<file path="src/rtl/core/stup_pkg.sv">
package stup_pkg;

   // result and string geometry
   localparam int VALUE_WIDTH = 64;
   localparam int MAX_LEN     = 4096;
   localparam int POS_W       = $clog2(MAX_LEN + 1);
   localparam int BASE_W      = 6;
   localparam int CHAR_W      = 8;
   localparam int DIGIT_W     = 6;
   localparam int MAC_W       = VALUE_WIDTH + BASE_W + 1;

   // queue between front and back
   localparam int QUEUE_DEPTH = 2;
   localparam int QPTR_W      = $clog2(QUEUE_DEPTH);
   localparam int QCNT_W      = $clog2(QUEUE_DEPTH + 1);

   // bases
   localparam logic [BASE_W-1:0] BASE_AUTO = 6'd0;
   localparam logic [BASE_W-1:0] BASE_ONE  = 6'd1;
   localparam logic [BASE_W-1:0] BASE_BIN  = 6'd2;
   localparam logic [BASE_W-1:0] BASE_OCT  = 6'd8;
   localparam logic [BASE_W-1:0] BASE_DEC  = 6'd10;
   localparam logic [BASE_W-1:0] BASE_HEX  = 6'd16;
   localparam logic [BASE_W-1:0] BASE_MAX  = 6'd36;

   // characters
   localparam logic [CHAR_W-1:0] CH_NUL    = 8'h00;
   localparam logic [CHAR_W-1:0] CH_TAB    = 8'h09;
   localparam logic [CHAR_W-1:0] CH_CR     = 8'h0D;
   localparam logic [CHAR_W-1:0] CH_SPACE  = 8'h20;
   localparam logic [CHAR_W-1:0] CH_PLUS   = 8'h2B;
   localparam logic [CHAR_W-1:0] CH_MINUS  = 8'h2D;
   localparam logic [CHAR_W-1:0] CH_ZERO   = 8'h30;
   localparam logic [CHAR_W-1:0] CH_NINE   = 8'h39;
   localparam logic [CHAR_W-1:0] CH_UP_A   = 8'h41;
   localparam logic [CHAR_W-1:0] CH_UP_B   = 8'h42;
   localparam logic [CHAR_W-1:0] CH_UP_X   = 8'h58;
   localparam logic [CHAR_W-1:0] CH_UP_Z   = 8'h5A;
   localparam logic [CHAR_W-1:0] CH_LO_A   = 8'h61;
   localparam logic [CHAR_W-1:0] CH_LO_B   = 8'h62;
   localparam logic [CHAR_W-1:0] CH_LO_X   = 8'h78;
   localparam logic [CHAR_W-1:0] CH_LO_Z   = 8'h7A;
   localparam logic [CHAR_W-1:0] LETTER_OFS = 8'd10;

   typedef enum logic [2:0] {
      PH_SPACE,
      PH_SIGNED,
      PH_ZERO,
      PH_DIGITS,
      PH_DONE
   } phase_type;

   // one classified byte as it travels from front to back
   typedef struct packed {
      logic               is_nul;
      logic               is_space;
      logic               is_minus;
      logic               is_plus;
      logic               is_zero;
      logic               is_x;
      logic               is_b;
      logic               digit_ok;
      logic [DIGIT_W-1:0] digit;
      logic [BASE_W-1:0]  base;
   } stup_byte_type;

endpackage

</file>
<file path="src/rtl/core/stup_front.sv">
module stup_front (
   input  logic [stup_pkg::CHAR_W-1:0] char_in,
   input  logic [stup_pkg::BASE_W-1:0] number_base,
   output stup_pkg::stup_byte_type     byte_out
);
   import stup_pkg::*;

   // character classes and digit value
   always_comb begin
      byte_out          = '0;
      byte_out.base     = number_base;
      byte_out.is_nul   = (char_in == CH_NUL);
      byte_out.is_space = (char_in == CH_SPACE) || (char_in >= CH_TAB && char_in <= CH_CR);
      byte_out.is_minus = (char_in == CH_MINUS);
      byte_out.is_plus  = (char_in == CH_PLUS);
      byte_out.is_zero  = (char_in == CH_ZERO);
      byte_out.is_x     = (char_in == CH_LO_X) || (char_in == CH_UP_X);
      byte_out.is_b     = (char_in == CH_LO_B) || (char_in == CH_UP_B);
      if (char_in >= CH_ZERO && char_in <= CH_NINE) begin
         byte_out.digit_ok = 1'b1;
         byte_out.digit    = DIGIT_W'(char_in - CH_ZERO);
      end else if (char_in >= CH_LO_A && char_in <= CH_LO_Z) begin
         byte_out.digit_ok = 1'b1;
         byte_out.digit    = DIGIT_W'(char_in - CH_LO_A + LETTER_OFS);
      end else if (char_in >= CH_UP_A && char_in <= CH_UP_Z) begin
         byte_out.digit_ok = 1'b1;
         byte_out.digit    = DIGIT_W'(char_in - CH_UP_A + LETTER_OFS);
      end
   end

endmodule

</file>
<file path="src/rtl/core/stup_queue.sv">
module stup_queue (
   input  logic                    clock,
   input  logic                    reset,
   input  logic                    push,
   input  stup_pkg::stup_byte_type push_data,
   output logic                    full,
   input  logic                    pop,
   output logic                    head_valid,
   output stup_pkg::stup_byte_type head_data
);
   import stup_pkg::*;

   stup_byte_type       entry_ff [QUEUE_DEPTH];
   logic [QPTR_W-1:0]   wr_ptr_ff, wr_ptr_in;
   logic [QPTR_W-1:0]   rd_ptr_ff, rd_ptr_in;
   logic [QCNT_W-1:0]   count_ff,  count_in;

   assign full       = (count_ff == QCNT_W'(QUEUE_DEPTH));
   assign head_valid = (count_ff != '0);
   assign head_data  = entry_ff[rd_ptr_ff];

   // pointer and fill count
   always_comb begin
      wr_ptr_in = wr_ptr_ff;
      rd_ptr_in = rd_ptr_ff;
      count_in  = count_ff;
      if (push) begin
         wr_ptr_in = (wr_ptr_ff == QPTR_W'(QUEUE_DEPTH - 1)) ? '0 : wr_ptr_ff + 1'b1;
      end
      if (pop) begin
         rd_ptr_in = (rd_ptr_ff == QPTR_W'(QUEUE_DEPTH - 1)) ? '0 : rd_ptr_ff + 1'b1;
      end
      if (push && !pop) begin
         count_in = count_ff + 1'b1;
      end else if (pop && !push) begin
         count_in = count_ff - 1'b1;
      end
   end

   always_ff @(posedge clock) begin
      if (reset) begin
         wr_ptr_ff <= '0;
         rd_ptr_ff <= '0;
         count_ff  <= '0;
      end else begin
         wr_ptr_ff <= wr_ptr_in;
         rd_ptr_ff <= rd_ptr_in;
         count_ff  <= count_in;
      end
   end

   // storage
   always_ff @(posedge clock) begin
      if (push) begin
         entry_ff[wr_ptr_ff] <= push_data;
      end
   end

endmodule

</file>
<file path="src/rtl/core/stup_back.sv">
module stup_back (
   input  logic                             clock,
   input  logic                             reset,
   input  logic                             head_valid,
   input  stup_pkg::stup_byte_type          head_data,
   output logic                             pop,
   output logic                             rsp_valid,
   input  logic                             rsp_ready,
   output logic [stup_pkg::VALUE_WIDTH-1:0] rsp_value,
   output logic [stup_pkg::POS_W-1:0]       rsp_end_offset,
   output logic                             rsp_overflowed,
   output logic                             rsp_bad_base
);
   import stup_pkg::*;

   phase_type               phase_ff, phase_in;
   logic [BASE_W-1:0]       wb_ff, wb_in;
   logic [VALUE_WIDTH-1:0]  acc_ff, acc_in;
   logic                    ovf_ff, ovf_in;
   logic                    neg_ff, neg_in;
   logic [POS_W-1:0]        pos_ff, pos_in;

   logic                    rsp_valid_ff, rsp_valid_in;
   logic [VALUE_WIDTH-1:0]  value_ff;
   logic [POS_W-1:0]        offset_ff;
   logic                    ovf_out_ff;
   logic                    bad_ff;

   logic                    process;
   logic                    emit;
   logic                    emit_bad;
   logic                    try_digit;
   logic [BASE_W-1:0]       tb;
   logic [MAC_W-1:0]        mac;
   logic                    mac_ovf;
   logic [VALUE_WIDTH-1:0]  result_value;

   // one byte per cycle while the output register can take a result
   assign process = head_valid && (!rsp_valid_ff || rsp_ready);
   assign pop     = process;

   // multiply-add on the base in use; high bits flag exact overflow
   assign mac     = MAC_W'(acc_ff) * MAC_W'(tb) + MAC_W'(head_data.digit);
   assign mac_ovf = |mac[MAC_W-1:VALUE_WIDTH];

   assign result_value = ovf_ff ? {VALUE_WIDTH{1'b1}} :
                         neg_ff ? (VALUE_WIDTH'(0) - acc_ff) : acc_ff;

   // parser next state
   always_comb begin
      phase_in  = phase_ff;
      wb_in     = wb_ff;
      acc_in    = acc_ff;
      ovf_in    = ovf_ff;
      neg_in    = neg_ff;
      pos_in    = pos_ff;
      emit      = 1'b0;
      emit_bad  = 1'b0;
      try_digit = 1'b0;
      tb        = wb_ff;
      case (phase_ff)
         PH_SPACE: begin
            wb_in = head_data.base;
            if (head_data.base == BASE_ONE || head_data.base > BASE_MAX) begin
               emit_bad = 1'b1;
               phase_in = PH_DONE;
            end else if (head_data.is_space) begin
               phase_in = PH_SPACE;
            end else if (head_data.is_minus) begin
               neg_in   = 1'b1;
               phase_in = PH_SIGNED;
            end else if (head_data.is_plus) begin
               phase_in = PH_SIGNED;
            end else if (head_data.is_zero) begin
               phase_in = PH_ZERO;
            end else begin
               tb        = (head_data.base == BASE_AUTO) ? BASE_DEC : head_data.base;
               try_digit = 1'b1;
            end
         end
         PH_SIGNED: begin
            if (head_data.is_zero) begin
               phase_in = PH_ZERO;
            end else begin
               tb        = (wb_ff == BASE_AUTO) ? BASE_DEC : wb_ff;
               try_digit = 1'b1;
            end
         end
         PH_ZERO: begin
            if (head_data.is_x && (wb_ff == BASE_AUTO || wb_ff == BASE_HEX)) begin
               wb_in    = BASE_HEX;
               phase_in = PH_DIGITS;
            end else if (head_data.is_b && (wb_ff == BASE_AUTO || wb_ff == BASE_BIN)) begin
               wb_in    = BASE_BIN;
               phase_in = PH_DIGITS;
            end else begin
               tb        = (wb_ff == BASE_AUTO) ? BASE_OCT : wb_ff;
               try_digit = 1'b1;
            end
         end
         PH_DIGITS: begin
            try_digit = 1'b1;
         end
         default: begin
            phase_in = phase_ff;
         end
      endcase

      // digit accumulate or end of number
      if (try_digit) begin
         wb_in = tb;
         if (head_data.digit_ok && tb >= BASE_BIN && BASE_W'(head_data.digit) < tb) begin
            acc_in   = mac[VALUE_WIDTH-1:0];
            ovf_in   = ovf_ff | mac_ovf;
            phase_in = PH_DIGITS;
         end else begin
            emit     = 1'b1;
            phase_in = PH_DONE;
         end
      end

      // terminator rearms, otherwise position saturates
      if (head_data.is_nul) begin
         phase_in = PH_SPACE;
         wb_in    = '0;
         acc_in   = '0;
         ovf_in   = 1'b0;
         neg_in   = 1'b0;
         pos_in   = '0;
      end else if (pos_ff != POS_W'(MAX_LEN)) begin
         pos_in = pos_ff + 1'b1;
      end
   end

   always_ff @(posedge clock) begin
      if (reset) begin
         phase_ff <= PH_SPACE;
         wb_ff    <= '0;
         acc_ff   <= '0;
         ovf_ff   <= 1'b0;
         neg_ff   <= 1'b0;
         pos_ff   <= '0;
      end else if (process) begin
         phase_ff <= phase_in;
         wb_ff    <= wb_in;
         acc_ff   <= acc_in;
         ovf_ff   <= ovf_in;
         neg_ff   <= neg_in;
         pos_ff   <= pos_in;
      end
   end

   // output register
   assign rsp_valid_in = (rsp_valid_ff && !rsp_ready) || (process && (emit || emit_bad));

   always_ff @(posedge clock) begin
      if (reset) begin
         rsp_valid_ff <= 1'b0;
      end else begin
         rsp_valid_ff <= rsp_valid_in;
      end
   end

   always_ff @(posedge clock) begin
      if (process && emit_bad) begin
         value_ff   <= '0;
         offset_ff  <= '0;
         ovf_out_ff <= 1'b0;
         bad_ff     <= 1'b1;
      end else if (process && emit) begin
         value_ff   <= result_value;
         offset_ff  <= pos_ff;
         ovf_out_ff <= ovf_ff;
         bad_ff     <= 1'b0;
      end
   end

   assign rsp_valid      = rsp_valid_ff;
   assign rsp_value      = value_ff;
   assign rsp_end_offset = offset_ff;
   assign rsp_overflowed = ovf_out_ff;
   assign rsp_bad_base   = bad_ff;

endmodule

</file>
<file path="src/rtl/core/string_to_unsigned_parser_top.sv">
// Streaming string-to-unsigned converter. Send a NUL-terminated string one byte per
// transfer on req_; leading whitespace is skipped, one sign is taken, and with
// csr number_base 0 (autodetect), 16, 2 or 8 the 0x, 0b or lone 0 prefix selects the
// base; digits then accumulate up to base 36. At the first non-digit one result
// leaves on rsp_: the 64-bit value (two's complement if negative, all ones on
// overflow), the end offset and the overflow and bad-base flags. Bytes after that are
// dropped until NUL, which rearms the parser. The block takes one byte every cycle
// while its queue has room: the front classifies each byte into a two-entry queue
// and the back consumes one entry per cycle through a single 64x6 multiply-add; each
// byte waits in the queue and its result in the output register, and the back stalls
// only while a result is waiting on rsp_ready. number_base is sampled while whitespace
// is skipped; write it only while the block is idle.
module string_to_unsigned_parser_top (
   input  logic                             clock,
   input  logic                             reset,
   input  logic                             req_valid,
   output logic                             req_ready,
   input  logic [stup_pkg::CHAR_W-1:0]      req_char_in,
   output logic                             rsp_valid,
   input  logic                             rsp_ready,
   output logic [stup_pkg::VALUE_WIDTH-1:0] rsp_value,
   output logic [stup_pkg::POS_W-1:0]       rsp_end_offset,
   output logic                             rsp_overflowed,
   output logic                             rsp_bad_base,
   input  logic                             csr_wr_en,
   input  logic [stup_pkg::BASE_W-1:0]      csr_wr_data
);
   import stup_pkg::*;

   logic [BASE_W-1:0] number_base_ff;
   stup_byte_type     class_byte;
   stup_byte_type     head_data;
   logic              queue_full;
   logic              head_valid;
   logic              pop;
   logic              push;

   // base register
   always_ff @(posedge clock) begin
      if (reset) begin
         number_base_ff <= '0;
      end else if (csr_wr_en) begin
         number_base_ff <= csr_wr_data;
      end
   end

   // input transfer lands in the queue
   assign req_ready = !queue_full;
   assign push      = req_valid && req_ready;

   stup_front u_front (
      .char_in     (req_char_in),
      .number_base (number_base_ff),
      .byte_out    (class_byte)
   );

   stup_queue u_queue (
      .clock      (clock),
      .reset      (reset),
      .push       (push),
      .push_data  (class_byte),
      .full       (queue_full),
      .pop        (pop),
      .head_valid (head_valid),
      .head_data  (head_data)
   );

   stup_back u_back (
      .clock          (clock),
      .reset          (reset),
      .head_valid     (head_valid),
      .head_data      (head_data),
      .pop            (pop),
      .rsp_valid      (rsp_valid),
      .rsp_ready      (rsp_ready),
      .rsp_value      (rsp_value),
      .rsp_end_offset (rsp_end_offset),
      .rsp_overflowed (rsp_overflowed),
      .rsp_bad_base   (rsp_bad_base)
   );

endmodule

</file>
<file path="config.mk">
export PLATFORM = sky130hd
export DESIGN_NAME = string_to_unsigned_parser_top
export DESIGN_NICKNAME = d
export VERILOG_FILES = /design/src/rtl/core/stup_pkg.sv /design/src/rtl/core/stup_front.sv /design/src/rtl/core/stup_queue.sv /design/src/rtl/core/stup_back.sv /design/src/rtl/core/string_to_unsigned_parser_top.sv
export SDC_FILE = /design/constraint.sdc
export NUM_CORES = 1
export LEC_CHECK = 0
export BUFFER_PORTS_ARGS = -buffer_cell sky130_fd_sc_hd__buf_2
export CAP_MARGIN = 0
export CORE_AREA = 2 2 247 249
export DETAILED_ROUTE_END_ITERATION = 8
export DIE_AREA = 0 0 249 251
export GPL_TIMING_DRIVEN = 0
export PLACE_DENSITY = 0.61
export SLEW_MARGIN = 10
export SYNTH_ARGS = -nofsm -noshare
export SYNTH_HDL_FRONTEND = slang
export SYNTH_SLANG_ARGS = --single-unit
</file>
<file path="constraint.sdc">
create_clock -name clock -period 7.95 [get_ports clock]
set_input_delay 0.795 -clock clock [delete_from_list [all_inputs] [get_ports clock]]
set_output_delay 0.795 -clock clock [all_outputs]
set_load 0.005 [all_outputs]
</file>
* Yosys cells after proc, flatten, opt, wreduce, memory -nomap -nowiden
Memories as Yosys holds them, arrays and structs flattened. A register that Yosys moved wholly into a read port is not among the register bits.
Cells that the tools add are included.
Widths: inputs -> output; s select.
** Storage, ports and cells
- Register bits :: 178
- Memory bits (writable) :: 40
- Input bits :: 19
- Output and inout port bits :: 81
- Memories kept :: 1
** Cells by class
- $add $sub $neg :: 12
- Multipliers :: 1
- $lt $le $gt $ge :: 11
- Equality and inequality tests :: 19
- Multiplexer cells :: 66
- Bitwise operators :: 1
- Reduce and logical (&&, ||, !) cells :: 49
** Memory list
- u_queue.entry_ff :: words 2, bits a word 20, read ports 1, clocked after memory_dff 1, write ports 1, line stup_queue.sv:13 : stup_byte_type entry_ff [QUEUE_DEPTH];
** Operators by type and width (number)
- $mux 64 :: 5
- $mux 6 :: 15
- $add 70x6->71 :: 1
- $mul 64x6->70 :: 1
- $sub 1x64->64 const A :: 1
- $eq 8x6->1 const B :: 4
- $eq 8x7->1 const B :: 4
- $mux 3 :: 10
- $mux 13 :: 2
- $mux 1 :: 25
- $mux 7 :: 3
- $pmux 6 s3 :: 1
- $ge 8x7->1 const B :: 2
- $le 8x7->1 const B :: 2
- $logic_and 1x1->1 :: 16
- $reduce_bool 2->1 :: 7
- $add 13x1->13 const B :: 1
- $ne 13x13->1 const B :: 1
- $add 6x4->6 const B :: 2
- $logic_not 6->1 :: 2
- $pmux 6 s2 :: 1
- $sub 6x6->6 const B :: 2
- $logic_or 1x1->1 :: 9
- $pmux 3 s3 :: 1
- other kinds (32) :: 41

* Logic depth before layout (Yosys ltp)
Gate-level depths: netlist (run 1).
- Depth after elaboration :: 16
- Mapped depth :: 30
- Mapped depth without buffers :: 26

* Modules after synthesis
From an unflattened synthesis (run 1), not the netlist that was laid out.
** Second synthesis, totals
- Cell total of the unflattened synthesis :: 2670
- Area, all modules :: 23486.3 um^2
** Modules (own cells, without submodules)
- stup_back :: times used 1, cells each 2490, area each 21027.7 um^2, seq. area each 3363.2 um^2
- stup_queue :: times used 1, cells each 84, area each 1646.6 um^2, seq. area each 1301.2 um^2
- stup_front :: times used 1, cells each 75, area each 588.1 um^2, seq. area each 0.0 um^2
- string_to_unsigned_parser_top :: times used 1, cells each 21, area each 224.0 um^2, seq. area each 120.1 um^2

* Least setup slack after synthesis (run 1)
Ideal clock, no wire load.
- Kind :: flip-flop to flip-flop
- Start point :: register (tool-made name)
- End point :: register u_back.acc_ff[58]
- Arrival time :: 7.151 ns
- Required time :: 7.890 ns
- Slack :: 0.738 ns
- Cell stages (with the launch flop) :: 29
- Buffers on the path :: 4
- Clock period less this slack :: 7.212 ns
- Cells stage by stage :: dfxtp_1 buf_2 buf_2 mux2i_1 o22ai_1 a211o_1 a21oi_4 mux2i_1 clkbuf_1 buf_1 nand2b_1 fa_1 fa_1 inv_1 fa_1 inv_1 fa_1 inv_1 ha_1 a21oi_1 a21boi_0 a21oi_1 o31a_1 nand2_1 a311o_1 a21oi_1 o21ai_0 a2111oi_0 a311o_1
** RTL lines
- end signal: assignment :: line stup_back.sv:146 : acc_ff <= acc_in;
- end: declaration :: line stup_back.sv:18 : logic [VALUE_WIDTH-1:0] acc_ff, acc_in;

==> results of run 1 <==
==> final cells by class <==
cell class	instances	area, µm²
multi-input combinational	2214	17900
buffer	210	1000
timing repair buffer	110	603
inverter	79	297
antenna	1	2.50
sequential	219	4780
tap	782	978
clock buffer	30	739
clock inverter	24	303
fill	5839	33200
==> timing repair <==
action / in CTS / in global routing
endpoints found under the setup margin: 59 / 25
pin swaps: 3 / 3
setup buffers: 6 / 5
gates resized for setup: 61 / 86
hold endpoints to repair: 0 / 0
cloned: 0 / 0
==> path summary, 6_finish.rpt <==
check	to	depth (start not counted)
worst max-delay path	u_back.acc_ff[58]	26
worst min-delay path	number_base_ff[4]	3
worst max register to register	u_back.acc_ff[58]	26
worst min register to register	u_back.rsp_value[21]	2
==> layer usage <==
| layer | part of all wire | global-route usage | vias to the layer above |
|---|---|---|---|
| met5 | 0.00030 | 0 | - |
| li1 | - | - | 9549 |
| met3 | 0.087 | 0.0503 | 186 |
| met1 | 0.42 | 0.338 | 10400 |
| met2 | 0.45 | 0.418 | 877 |
| met4 | 0.041 | 0.0829 | 4 |
==> cell usage in the layout (no fill, tap or decap), types with 40 or more instances in the layout <==
cell / instances
nand3_1: 74
and2_1: 69
nand2_1: 212
nor2b_1: 314
edfxtp_1: 40
buf_2: 108
clkbuf_1: 141
fa_1: 252
dfxtp_1: 179
a21oi_1: 197
o21ai_0: 107
xnor2_1: 101
nor3_1: 121
ha_1: 166
nor2_1: 167
inv_1: 77
==> state kept, by name (all words and copies together) (netlist names), named ones only <==
signal                 flops
u_back.acc_ff             64
u_back.rsp_value          64
u_queue.entry_ff          40
u_back.pos_ff             13
u_back.rsp_end_offset     13
number_base_ff             6
u_back.wb_ff               6
u_back.phase_ff            3
u_queue.count_ff           2
u_back.neg_ff              1
u_back.ovf_ff              1
u_back.rsp_bad_base        1
u_back.rsp_overflowed      1
u_back.rsp_valid           1
u_queue.rd_ptr_ff          1
u_queue.wr_ptr_ff          1
==> worst reg2reg max path: cells and delay by family, from the launching register on <==
kind	cells	cell delay [ns]
AOI/OAI and AO/OA	9	2.18
adders and majority gates	5	2.29
buffers and inverters	4	0.91
DFF	1	0.30
muxes	1	0.35
and+or+nand+nor	7	1.56
==> through the flow <==
step / hold WS [ns] / setup WS, ns / cells / TNS (ns)
2_1_floorplan: 0.425 / 0.738 / 2726 / 0
3_3_place_gp: 0.439 / -2.11 / 3605 / -61.30
3_5_place_dp: 0.443 / -2.10 / 3607 / -59.74
4_1_cts: 0.409 / 0.0109 / 3666 / 0
5_1_grt: 0.449 / -0.0249 / 3668 / -0.0395
6_report: 0.435 / 0.265 / 3669 / 0
==> power by group <==
group | internal, mW | switching [mW] | total [mW]
clock | 0.828 | 0.617 | 1.44
sequential | 1.29 | 0.0977 | 1.39
combinational | 0.658 | 1.67 | 2.33
==> logic make-up after synthesis <==
group,count (synthesis),synth area share
muxes,34,0.0150
and+or+nand+nor,1106,0.246
xor gates and xnor gates,138,0.0511
DFF,219,0.202
AOI/OAI and AO/OA,515,0.135
buffers and inverters,293,0.0482
adders and majority gates,421,0.303
==> reports/results.md, run 1 <==
### Status
- run status: completed

### Floorplanning
- floorplan die width: 249 µm
- Std-Cell Core Area: 59,800 µm²
- effective utilization at floorplan: 0.395
- I/O pin cnt: 100
- die boundary height: 251 µm
- Die Footprint: 62,500 µm²
- std cell rows: 90

### Clocking
- hold buffer count at CTS: 0
- maximum clock path buffer count: 3
- later-pin clock latency in the skew report: 0.60 ns
- CTS buffer count: 29
- clock-pin slew on the worst setup and hold paths: 0.07 ns
- sinks on the clock net: 219
- H-Tree Level Count: 1
- CTS tree: built
- clock tree root buffer cell: clkbuf_16

### Power and ir drop
- power after layout: 5.16 mW
- power density cells: 194 nW/µm²
- static power due to leakage: 11.6 nW
- Max IR drop VDD: 0.201 mV

### Logic synthesis
- Post-synth top cells: 314 x nor2b_1, 252 x fa_1, 212 x nand2_1
- count of mapped cells out of synthesis: 2,726
- number of distinct standard cells referenced by the synthesized netlist: 78
- Synth Flop Type: dfxtp_1
- number of enable-type register cells in the synthesized netlist: 40
- Mapped Area: 23,600 µm²
- net count of the mapped netlist: 3,166
- cell types with the largest area share after synthesis: fa_1 21%, dfxtp_1 15%, ha_1 8.9%, nor2b_1 8.3%, edfxtp_1 5.1%
- FFs w/ async S/R, synth: 0
- Synth top area share: 0.213
- library cell with the highest instance count after synthesis: nor2b_1
- area leader, netlist: fa_1
- warnings from Yosys: 0
- sequential-to-total area share from yosys stat: 0.202
- flip-flop and latch count after synthesis: 219
- Post-Synthesis Mean Instance Area: 8.67 µm²

### Drt
- iteration count of the initial detailed-routing pass: 6
- post-route DRC violation count: 0
- wire length after detailed routing: 80.0 mm
- drt first-iter violations: 1,859
- per-cell routed wire length: 21.8 µm
- Avg Vias per Cell: 5.72
- routed via count: 21,000
- final antenna-violating net count: 0

### Global route
- first-pass GRT wire length: 125 mm
- number of antenna violations at the first check in global routing: 4
- grt total ovfl: 0
- number of global-route vias before repair: 21,700
- GR Util All Layers: 0.255
- pin count of the biggest net entering global routing: 21

### Timing
- highest clock rate: 130 MHz
- Worst-Margin Slew: 1.24 ns
- worst slew slack as a fraction of its limit: 0.172
- hold violation total from the final report: 0
- Clock Skew: 0.0164 ns
- Final Setup Violations: 0
- final critical-path required period: 7.68 ns
- period utilisation layout: 0.967
- number of max-slew violations in the final report: 0

### Layout
- fraction of the core area covered by cells at the end of the flow: 0.445
- Final Cell Area: 26,600 µm²
- Layout Area Growth over Synthesis: 12.6%
- Final nets: 3,303
- layout cell share with drive strength beyond 1: 0.105

### Placement
- final RePlAce weighted congestion: 0.977
- Detail Placement HPWL: 61.7 mm
- number of buffers inserted by port buffering: 97
- cell area after placement: 25,100 µm²

### Worst setup path
- data arrival time of the critical path: 8.17 ns
- CP Capture Type: register
- delay contributed by the slowest stage of the critical path: 0.57 ns
- critical-path maximum fanout: 10
- cell class contributing the biggest share of worst-path delay: adder cells
- crit path kind: reg -> reg
- count of buffer and inverter cells on the critical path: 4
- kind of start point of the critical path: register
- slowest cell on the critical path: fa_1
- CP Data Required Time: 8.44 ns
- r2r setup slk: 0.27 ns
- cell occurring most often along the worst timing path: fa_1

### Min path
- Tightest Hold Check Type: in -> reg
- Min-Delay Startpoint: csr_wr_data[4]

### Flow run
- count of max-cap constraint violations: 0

No activity file was read; power rests on OpenSTA's default activity.
==> inputs of run 2 (changes only) <==
Settings changed: ABC_AREA set to 1, ABC_CLOCK_PERIOD_IN_PS set to 7950, CORE_AREA 2 2 247 249 to 2 2 254 256, DIE_AREA 0 0 249 251 to 0 0 256 258.
==> run 2 against run 1 <==
Critical path depth increased by 6. Non-clock buffer count decreased by 108. Register-to-register slack improved by 0.19 ns. Via count increased by 16%. Setup slack improved by 0.19 ns. Global-route usage increased by 1.5 points. First-iteration DRC count increased by 3.1%. Synthesized area increased by 6.0%. Count of clock-buffer cells in the layout increased by 1. Combinational power increased to 2.8 times the previous value. Die area increased by 5.7%. Synthesized cell count increased by 35%. Critical endpoint is now u_back.acc_ff[60].
==> reports/results.md, run 2 <==
### Worst setup path
- CP Capture Type: register
- worst reg-to-reg path cell count: 32, +23%
- data arrival time of the critical path: 8.02 ns, -0.15 ns
- Reg2Reg Capture Point: u_back.acc_ff[60]
- cell occurring most often along the worst timing path: nand2_1
- slowest cell on the critical path: fa_1
- critical-path maximum fanout: 11, +1
- kind of start point of the critical path: register
- crit path kind: reg -> reg
- delay contributed by the slowest stage of the critical path: 0.57 ns, about the same
- r2r setup slk: 0.45 ns, +0.19 ns
- CP Data Required Time: 8.47 ns, +0.03 ns

### Timing
- final critical-path required period: 7.50 ns, -0.186 ns
- worst slew slack as a fraction of its limit: 0.346, +0.174
- Hold Worst Slack: 0.430 ns, -0.00530 ns
- highest clock rate: 133 MHz, +2.5%
- final setup slack of the worst path: 0.451 ns, +0.186 ns
- Final Setup Violations: 0, unchanged
- number of max-slew violations in the final report: 0, unchanged
- Clock Skew: 0.0237 ns, +0.00731 ns
- hold violation total from the final report: 0, unchanged
- Worst-Margin Slew: 0.981 ns, -0.260 ns
- period utilisation layout: 0.943, -0.0234
- unrepaired setup endpoints after global routing: no

### Power and ir drop
- internal power of the cells: 4.16 mW, +50%
- Max IR drop VDD: 0.175 mV, -13%
- power density cells: 351 nW/µm², +81%
- clock power share: 0.131, -0.149
- net switching share of the total power: 0.571, +0.109
- sequential group share of total power: 0.184, -0.085
- fraction of power consumed by combinational cells: 0.686, +0.235
- net switching power: 5.53 mW, +130%
- static power due to leakage: 14.3 nW, +24%

### Placement
- number of buffers inserted by port buffering: 99, +2.1%
- Detail Placement HPWL: 73.6 mm, +19%
- Place WS: -0.686 ns, +1.41 ns
- final RePlAce weighted congestion: 0.972, -0.51%

### Logic synthesis
- Synth Flop Type: dfxtp_1
- area leader, netlist: fa_1
- number of enable-type register cells in the synthesized netlist: 40, unchanged
- Post-Synthesis Mean Instance Area: 6.80 µm², -22%
- number of distinct standard cells referenced by the synthesized netlist: 54, -31%
- Post-synth top cells: 859 x nand2_1, 783 x nor2_1, 427 x inv_1
- warnings from Yosys: 0, unchanged
- library cell with the highest instance count after synthesis: nand2_1
- Synth top area share: 0.201, -0.0120
- cell types with the largest area share after synthesis: fa_1 20%, dfxtp_1 14%, nand2_1 13%, nor2_1 12%, ha_1 8.4%
- flip-flop and latch count after synthesis: 219, unchanged
- net count of the mapped netlist: 4,124, +30%
- Mapped Area: 25,100 µm², +6.0%
- sequential-to-total area share from yosys stat: 0.191, -0.0114
- FFs w/ async S/R, synth: 0, unchanged
- count of mapped cells out of synthesis: 3,684, +35%

### Clocking
- hold buffer count at CTS: 0, unchanged
- CTS tree: built
- later-pin clock latency in the skew report: 0.60 ns, about the same
- CTS buffer count: 27, -6.9%
- clock tree root buffer cell: clkbuf_16
- maximum clock path buffer count: 3, unchanged
- sinks on the clock net: 219, unchanged
- H-Tree Level Count: 1, unchanged
- clock-pin slew on the worst setup and hold paths: 0.08 ns, about the same

### Drt
- wire length after detailed routing: 89.4 mm, +12%
- Avg Vias per Cell: 5.19, -9.2%
- post-route DRC violation count: 0, unchanged
- drt first-iter violations: 1,917, +3.1%
- routed via count: 24,400, +16%
- final antenna-violating net count: 0, unchanged
- iteration count of the initial detailed-routing pass: 5, -1
- per-cell routed wire length: 19.1 µm, -13%

### Floorplanning
- I/O pin cnt: 100, unchanged
- Die Footprint: 66,000 µm², +5.7%
- Std-Cell Core Area: 63,600 µm², +6.4%
- floorplan die width: 256 µm, +2.8%
- die boundary height: 258 µm, +2.8%
- effective utilization at floorplan: 0.394, -0.00178
- std cell rows: 93, +3.3%

### Min path
- Min-Delay Startpoint: csr_wr_data[3]
- Tightest Hold Check Type: in -> reg
- Hold Path Stages: 3, unchanged
- hold worst-path end: number_base_ff[3]

### Flow run
- count of max-cap constraint violations: 0, unchanged

### Global route
- number of global-route vias before repair: 24,000, +11%
- number of antenna violations at the first check in global routing: 1, -3
- first-pass GRT wire length: 139 mm, +11%
- grt total ovfl: 0, unchanged
- pin count of the biggest net entering global routing: 17, -19%
- GR Util All Layers: 0.270, +0.0153

### Status
- run status: completed

### Layout
- Final nets: 4,252, +29%
- layout cell share with drive strength beyond 1: 0.0595, -0.0455
- Layout Area Growth over Synthesis: 10.1%
- diode insertion count for antenna repair: 0, -1
- commonest non-fill, non-tap cell in the layout: nand2_1
- fill cell count: 6,845, +17%
- most frequent cells in the layout: 857 x nand2_1, 781 x nor2_1, 426 x inv_1

==> run 2: worst max path at each step <==
stage	from	endpoint	slack [ns]	depth (start not counted)
final	register	u_back.acc_ff[60]	0.45	32
after global routing	register	u_back.ovf_ff	0.03	40
after CTS	register	u_back.acc_ff[60]	0.12	35
after detailed placement	register	u_back.acc_ff[63]	-0.69	27
after global placement	register	u_back.acc_ff[63]	-0.83	29
after floorplan	register	u_back.acc_ff[40]	1.75	39
==> run 2: layout make-up <==
type	count	area (µm²)	share of cell area
timing repair buffer	102	546	0.0198
tap	855	1070	0.0388
sequential	219	4780	0.173
clock inverter	19	183	0.00662
clock buffer	31	701	0.0254
multi-input combinational	2876	18000	0.652
buffer	110	522	0.0189
inverter	476	1790	0.0650
==> run 2: timing repair <==
action,4_1_cts,5_1_grt
resized for setup,15,22
buffers inserted,0,1
setup endpoints to repair,23,28
==> run 2: layer usage <==
layer | wire [µm] | track usage | vias to the layer above
met2 | 39900 | 0.436 | 854
met3 | 6650 | 0.0484 | 188
met4 | 4320 | 0.117 | 0
met1 | 38600 | 0.356 | 11400
met5 | 0 | 0 | -
li1 | - | - | 11900
==> run 2: critical path: cells and delay by family (launching register included) <==
family / cells / cell delay [ns]
compound gates: 4 / 1.11
fa+ha+maj: 5 / 2.53
buf+inv: 7 / 0.95
flops: 1 / 0.50
simple gates: 16 / 2.33
==> run 2: power by group through the flow <==
stage / Combinational [mW] / Clock (mW) / Sequential (mW)
floorplan: 4.32 / 0 / 1.71
global placement: 6.48 / 0 / 1.79
detailed placement: 6.50 / 0 / 1.79
CTS: 6.54 / 1.28 / 1.77
global route: 7.37 / 1.33 / 1.82
finish: 6.64 / 1.27 / 1.78
==> run 2: cell families (layout without fill, tap and decap cells) <==
group	Yosys count	after routing	synth area share
xor gates and xnor gates	64	64	0.0224
AOI/OAI and AO/OA	438	438	0.0941
adders and majority gates	421	421	0.286
DFF	219	219	0.191
buffers and inverters	589	738	0.0917
and+or+nand+nor	1953	1953	0.315
==> run 2: per-stage QoR <==
step	setup TNS, ns	instances	utilization	total power [mW]	cell area [µm²]
global route	0	4688	0.434	10.5	27600
floorplan	0	3684	-	6.03	25100
finish	0	4688	0.434	9.69	27600
CTS	0	4688	0.433	9.60	27600
detailed placement	-7.26	4640	0.419	8.29	26700
global placement	-10.51	4638	0.418	8.27	26600
